[src/bpuf_pkg.sv]
// shared types and constants of the bottleneck path union-find block
package bpuf_pkg;

	localparam int MAX_VERTICES = 256;
	localparam int MAX_EDGES    = 1024;
	localparam int VTX_W        = $clog2(MAX_VERTICES);
	localparam int VCNT_W       = VTX_W + 1;
	localparam int EADDR_W      = $clog2(MAX_EDGES);
	localparam int ETOT_W       = EADDR_W + 1;
	localparam int COST_W       = 16;

	localparam logic OP_LOAD  = 1'b0;
	localparam logic OP_QUERY = 1'b1;

	localparam logic [1:0] ST_OK    = 2'd0;
	localparam logic [1:0] ST_FULL  = 2'd1;
	localparam logic [1:0] ST_RANGE = 2'd2;

	typedef struct packed {
		logic [VTX_W-1:0]  end_a;
		logic [VTX_W-1:0]  end_b;
		logic [COST_W-1:0] cost;
	} edge_t;

	typedef struct packed {
		logic               en;
		logic [EADDR_W-1:0] addr;
		edge_t              data;
	} edge_wr_t;

	typedef struct packed {
		logic             en;
		logic [VTX_W-1:0] addr;
		logic [VTX_W-1:0] data;
	} par_wr_t;

endpackage

[src/bpuf_parent_mem.sv]
// union-find parent table memory, one write and one registered read port
module bpuf_parent_mem (
	input  logic                        clk,
	input  bpuf_pkg::par_wr_t           wr,
	input  logic [bpuf_pkg::VTX_W-1:0]  rd_addr,
	output logic [bpuf_pkg::VTX_W-1:0]  rd_data
);
	import bpuf_pkg::*;

	logic [VTX_W-1:0] mem_q [MAX_VERTICES];

	// write port
	always_ff @(posedge clk) begin
		if (wr.en) begin
			mem_q[wr.addr] <= wr.data;
		end
	end

	// registered read port
	always_ff @(posedge clk) begin
		rd_data <= mem_q[rd_addr];
	end
endmodule

[config.mk]
export PLATFORM = sky130hd
export DESIGN_NAME = bpuf_parent_mem
export DESIGN_NICKNAME = d
export VERILOG_FILES = /design/src/bpuf_pkg.sv /design/src/bpuf_parent_mem.sv
export SDC_FILE = /design/constraint.sdc
export NUM_CORES = 2
export LEC_CHECK = 0
export BUFFER_PORTS_ARGS = -buffer_cell sky130_fd_sc_hd__buf_2
export CORE_MARGIN = 1.5
export CORE_UTILIZATION = 25
export DETAILED_ROUTE_END_ITERATION = 6
export GPL_TIMING_DRIVEN = 0
export PLACE_DENSITY = 0.48
export SLEW_MARGIN = 20
export SYNTH_ARGS = -nofsm -noshare
export SYNTH_HDL_FRONTEND = slang
export SYNTH_SLANG_ARGS = --single-unit
export TNS_END_PERCENT = 5
[constraint.sdc]
create_clock -name clk -period 2.9 [get_ports clk]
set_clock_uncertainty 0.05 [all_clocks]
set_input_delay 0.725 -clock clk [delete_from_list [all_inputs] [get_ports clk]]
set_output_delay 0.725 -clock clk [all_outputs]
set_load 0.005 [all_outputs]
# == Word level (Yosys, flattened, before mapping) ==
# Memory sizes are Yosys's and may differ from the RTL's. A register that Yosys moved wholly into a read port is not among the register bits.
# Index checks and enable logic that the tools add are counted.
# word_totals
register_bits,0
latch_bits,0
ramBits,2048
rom_bits,0
input_bits,26
memories,1
# memory_table
memory,depth,width,read_ports,rd_clocked_by_memory_dff,wr,line,source
mem_q,256,8,1,1,1,bpuf_parent_mem.sv:10,logic [VTX_W-1:0] mem_q [MAX_VERTICES];
# op_classes
n_addsub,0
n_mul,0
div_mod_pow,0
magnitude_cmp,0
n_eq_ne,0
shifts,0
muxes,2
bitwise_logic,0
n_reduce_logical,0
# ops
operator,n
$mux 1,2

# == Depth between registers and ports, before layout ==
# depth
ltp_word,2
mapped_depth,11
mapped_depth_nobuf,6

# == Worst setup path before layout ==
# OpenSTA, ideal clock, no wires.
# synth_timing
path_type,input -> register
start,input port rd_addr[0] (netlist bit)
end,"register rd_data[2] (netlist bit), read port of mem_q"
setup_time_ps,131
arrival_ps,2532
slack_ps,187
stages,9
cell_sequence,buf_6 -> buf_12 -> buf_8 -> buf_2 -> mux4_2 -> a22oi_1 -> a21oi_1 -> nor4_1 -> nor4_2
# synth_rtl
element,line,source
"start, declared",bpuf_parent_mem.sv:5,"input logic [bpuf_pkg::VTX_W-1:0] rd_addr,"
"end, declared",bpuf_parent_mem.sv:6,output logic [bpuf_pkg::VTX_W-1:0] rd_data

# == Worst setup path in the final report ==
# layout_timing
start,input port wr[11] (netlist bit)
end,memory mem_q[223][3] (netlist bit) (enable)
# layout_rtl
element,line,source
"start, declared",bpuf_parent_mem.sv:4,"input bpuf_pkg::par_wr_t wr,"
"end, declared",bpuf_parent_mem.sv:10,
# Straight into the memory's write port.

==> impl_metrics.sql <==
INSERT INTO impl_metrics (metric_group, metric, value, unit) VALUES
('run_status', 'outcome', 'finished, violations left', ''),
('run_status', 'violated_checks', 'setup timing', ''),
('timing', 'max_clock_freq', '311', 'MHz'),
('synth', 'yosys_most_used_dff', 'edfxtp_1', ''),
('synth', 'fraction_of_registers_with_async_set_or_reset_after_synthesis', '0', ''),
('hold_path', 'holdPathEnd', 'mem_q[250][5]$_DFFE_PP_', ''),
('timing', 'rsz0062_at_grt', 'yes', ''),
('clock_tree', 'number_of_cts_inserted_buffers', '218', ''),
('floorplan', 'die_area', '0.322', 'mm2'),
('placement', 'quantity_of_i_o_buffers_inserted_on_ports', '26', ''),
('power', 'irDropWorstVdd', '0.571', 'mV'),
('synth', 'number_of_synthesized_flops_with_an_enable_pin', '2048', ''),
('floorplan', 'fp-row-count', '206', ''),
('placement', 'globalplace.congestion', '0.916', ''),
('hold_path', 'hold_path_class', 'input port to register', ''),
('synth', 'synth_sequential_area_ratio', '0.775', ''),
('drt', 'drt.antenna.violating_nets', '0', ''),
('floorplan', 'dieHeight', '567', 'um'),
('synth', 'synthesis.area', '0.0796', 'mm2'),
('worst_setup_path', 'delay_of_the_slowest_cell_on_the_worst_path', '560', 'ps'),
('timing', 'setup_slack', '-314', 'ps'),
('timing', 'setup_tns', '-20490', 'ps'),
('synth', 'synth-compound-area-share', '0.0342', ''),
('timing', 'post-route-period-util', '1.11', ''),
('drt', 'via_count', '41240', ''),
('worst_setup_path', 'slowest_stage', 'nand4_1', ''),
('final_layout', 'syn2layout_area_growth', '19.2', '%'),
('timing', 'min_period', '3210', 'ps'),
('worst_setup_path', 'path_depth', '7', ''),
('placement', 'dp_worst_setup_slack', '-2690', 'ps'),
('timing', 'max_slew_headroom', '0.184', ''),
('power', 'share_seq_of_total_power', '0.511', ''),
('placement', 'placed_area', '0.0861', 'mm2'),
('synth', 'synthesis.instances', '3733', ''),
('grt', 'grt_start_max_net_pins', '128', ''),
('floorplan', 'core_area', '0.316', 'mm2'),
('final_layout', 'final_net_count', '4053', ''),
('grt', 'groute.usage.overall', '0.164', ''),
('worst_setup_path', 'r2r.worst_path.cells', '7', ''),
('grt', 'first_global_vias', '41300', ''),
('synth', 'yosys.area.top_type', 'edfxtp_1', ''),
('power', 'netSwitchingFraction', '0.227', ''),
('power', 'p_comb_frac', '0.063', ''),
('drt', 'totalWireLength', '268000', 'um'),
('worst_setup_path', 'timing.critical_path.required', '3340', 'ps'),
('synth', 'synth.mux.area_fraction', '0.146', ''),
('timing', 'worstMarginPinSlew', '1220', 'ps'),
('clock_tree', 'cts-htree-levels', '4', ''),
('synth', 'synthesis.yosys.warnings', '0', ''),
('final_layout', 'final_core_utilization', '0.300', ''),
('worst_setup_path', 'timing.critical_path.buf_inv', '4', ''),
('synth', 'synthesized_area_fraction_occupied_by_adder_cells', '0', ''),
('synth', 'synth_xor_xnor_area_share', '0', ''),
('final_layout', 'ratio_of_cells_with_drive_above_1_in_the_final_layout', '0.301', ''),
('drt', 'remaining_drc_errors', '0', ''),
('synth', 'ys_ff_latch', '2056', ''),
('floorplan', 'initial_core_util', '0.252', ''),
('power', 'intPower', '49600', 'uW'),
('synth', 'synth_largest_type_area_fraction', '0.773', ''),
('clock_tree', 'path_clk_slew', '60', 'ps'),
('synth', 'mappedNetlistNets', '3759', ''),
('hold_path', 'hold_path_startpoint', 'wr[5]', ''),
('worst_setup_path', 'timing.rr.start', 'mem_q[139][0]$_DFFE_PP_', ''),
('synth', 'synth_simple_gate_area_frac', '0.0263', ''),
('drt', 'detail_route.first_pass.iterations', '6', ''),
('worst_setup_path', 'kind_of_cell_adding_the_most_delay_to_the_critical_path', 'simple AND/OR/NAND/NOR gates', ''),
('timing', 'setup_viol_count_final', '226', ''),
('floorplan', 'chipWidth', '567', 'um'),
('grt', 'grt_antenna_before_repair', '26', ''),
('worst_setup_path', 'critPathMaxFanout', '10', ''),
('worst_setup_path', 'timing.critical_path.arrival', '3660', 'ps');
[layer usage]
metal	up-vias	share of wire	track usage	wire, um
li1	16397	-	-	-
met1	22638	0.41	0.219	111000
met2	1764	0.47	0.260	125000
met3	437	0.075	0.0334	20100
met4	4	0.044	0.0664	11800
met5	-	0.000063	0	17
[placed cells by master (no fill, tap or decap), drive strengths merged, types with 22 or more instances in the layout]
cell type / netlist / final
a21oi: 96 / 96
a22oi: 133 / 133
buf: 122 / 196
clkbuf: 111 / 384
clkinv: 1 / 103
edfxtp: 2048 / 2048
mux2i: 134 / 134
mux4: 456 / 456
nand2: 33 / 33
nand3: 34 / 34
nor2: 282 / 282
nor2b: 31 / 31
nor3: 22 / 22
nor4: 27 / 27
o221ai: 47 / 47
o22ai: 28 / 28
[layout make-up]
| class | instances | area [um2] |
|---|---|---|
| inverters | 2 | 8.76 |
| multi-input cells | 1442 | 17800 |
| clock buffers | 274 | 5760 |
| well taps | 4160 | 5200 |
| plain buffers | 232 | 1920 |
| repair buffers | 75 | 1250 |
| clock inverters | 132 | 1160 |
| fillers | 30495 | 221000 |
| flip-flops and latches | 2056 | 61700 |
| diodes | 7 | 17.5 |
[cell usage after synthesis (2+ instances only)]
cell	n
edfxtp_1	2048
mux4_2	454
nor2_1	282
mux2i_1	134
a22oi_1	133
clkbuf_1	111
a21oi_1	96
o221ai_1	46
nand3_1	34
nand2_1	33
buf_2	31
nor2b_1	31
o22ai_1	28
buf_4	27
nor4_1	24
buf_1	22
nor3_1	22
buf_6	21
a211oi_1	16
a221oi_1	13
buf_8	13
nand4_1	10
o211ai_1	10
o21ai_0	10
a22o_1	8
buf_12	8
dfxtp_1	8
nand2b_1	8
and2_1	6
o22a_1	5
o32ai_1	4
or2_2	4
nor4_2	3
a2111oi_0	2
a2111oi_1	2
a311oi_1	2
a31oi_1	2
and3b_1	2
mux4_1	2
nand3b_1	2
o21ai_1	2
[repair_timing]
action	4_1_cts	5_1_grt
pin swaps	19	10
gates cloned	0	0
endpoints found under the hold margin	0	0
endpoints found under the setup margin	1162	1152
buffers inserted	8	3
resized for setup	388	70
[sequential cells by signal, indices dropped and copies added, names as in the netlist]
register / count
rd_data: 8
mem_q: 2048
[cell families after synthesis]
logic type             Yosys count
AO/OA/AOI/OAI                  385
AND/OR/NAND/NOR                466
flip-flops                    2056
buffers and inverters          235
multiplexers                   591
[per-stage QoR]
| step | power, uW | hold WS, ps | instances |
|---|---|---|---|
| after CTS | 64500 | 123 | 8370 |
| after detailed placement | 37100 | 1050 | 7957 |
| final | 64100 | 183 | 8380 |
| after floorplan | 35000 | 720 | 3733 |
| after global routing | 65700 | 143 | 8375 |
| after global placement | 37100 | 1080 | 7919 |
[power groups by stage]
stage                     sequential, uW  clock, uW  combinational, uW
after global routing               32800      28800               4100
after global placement             33500          0               3550
after detailed placement           33400          0               3720
after CTS                          32800      27700               3980
final                              32800      27300               4010
after floorplan                    33400          0               1590
[worst max-delay path by stage]
stage	from	endpoint	slack (ps)
finish	wr[11]	mem_q[223][3]$_DFFE_PP_	-310
global route	wr[11]	mem_q[223][4]$_DFFE_PP_	-200
CTS	wr[11]	mem_q[138][4]$_DFFE_PP_	-190
detailed placement	rd_addr[2]	rd_data[2]$_DFF_P_	-2690
global placement	rd_addr[2]	rd_data[4]$_DFF_P_	-3390
floorplan	rd_addr[0]	rd_data[2]$_DFF_P_	190
[worst reg2reg max path: stages (launching register included)]
cell	delay [ps]
edfxtp_1	360
mux4_2	510
mux4_2	530
nor2_1	130
a2111oi_1	70
clkdlybuf4s18_2	320
nor3_1	400
nor4_4	170
Note: power is estimated with default switching activity, not from simulation.
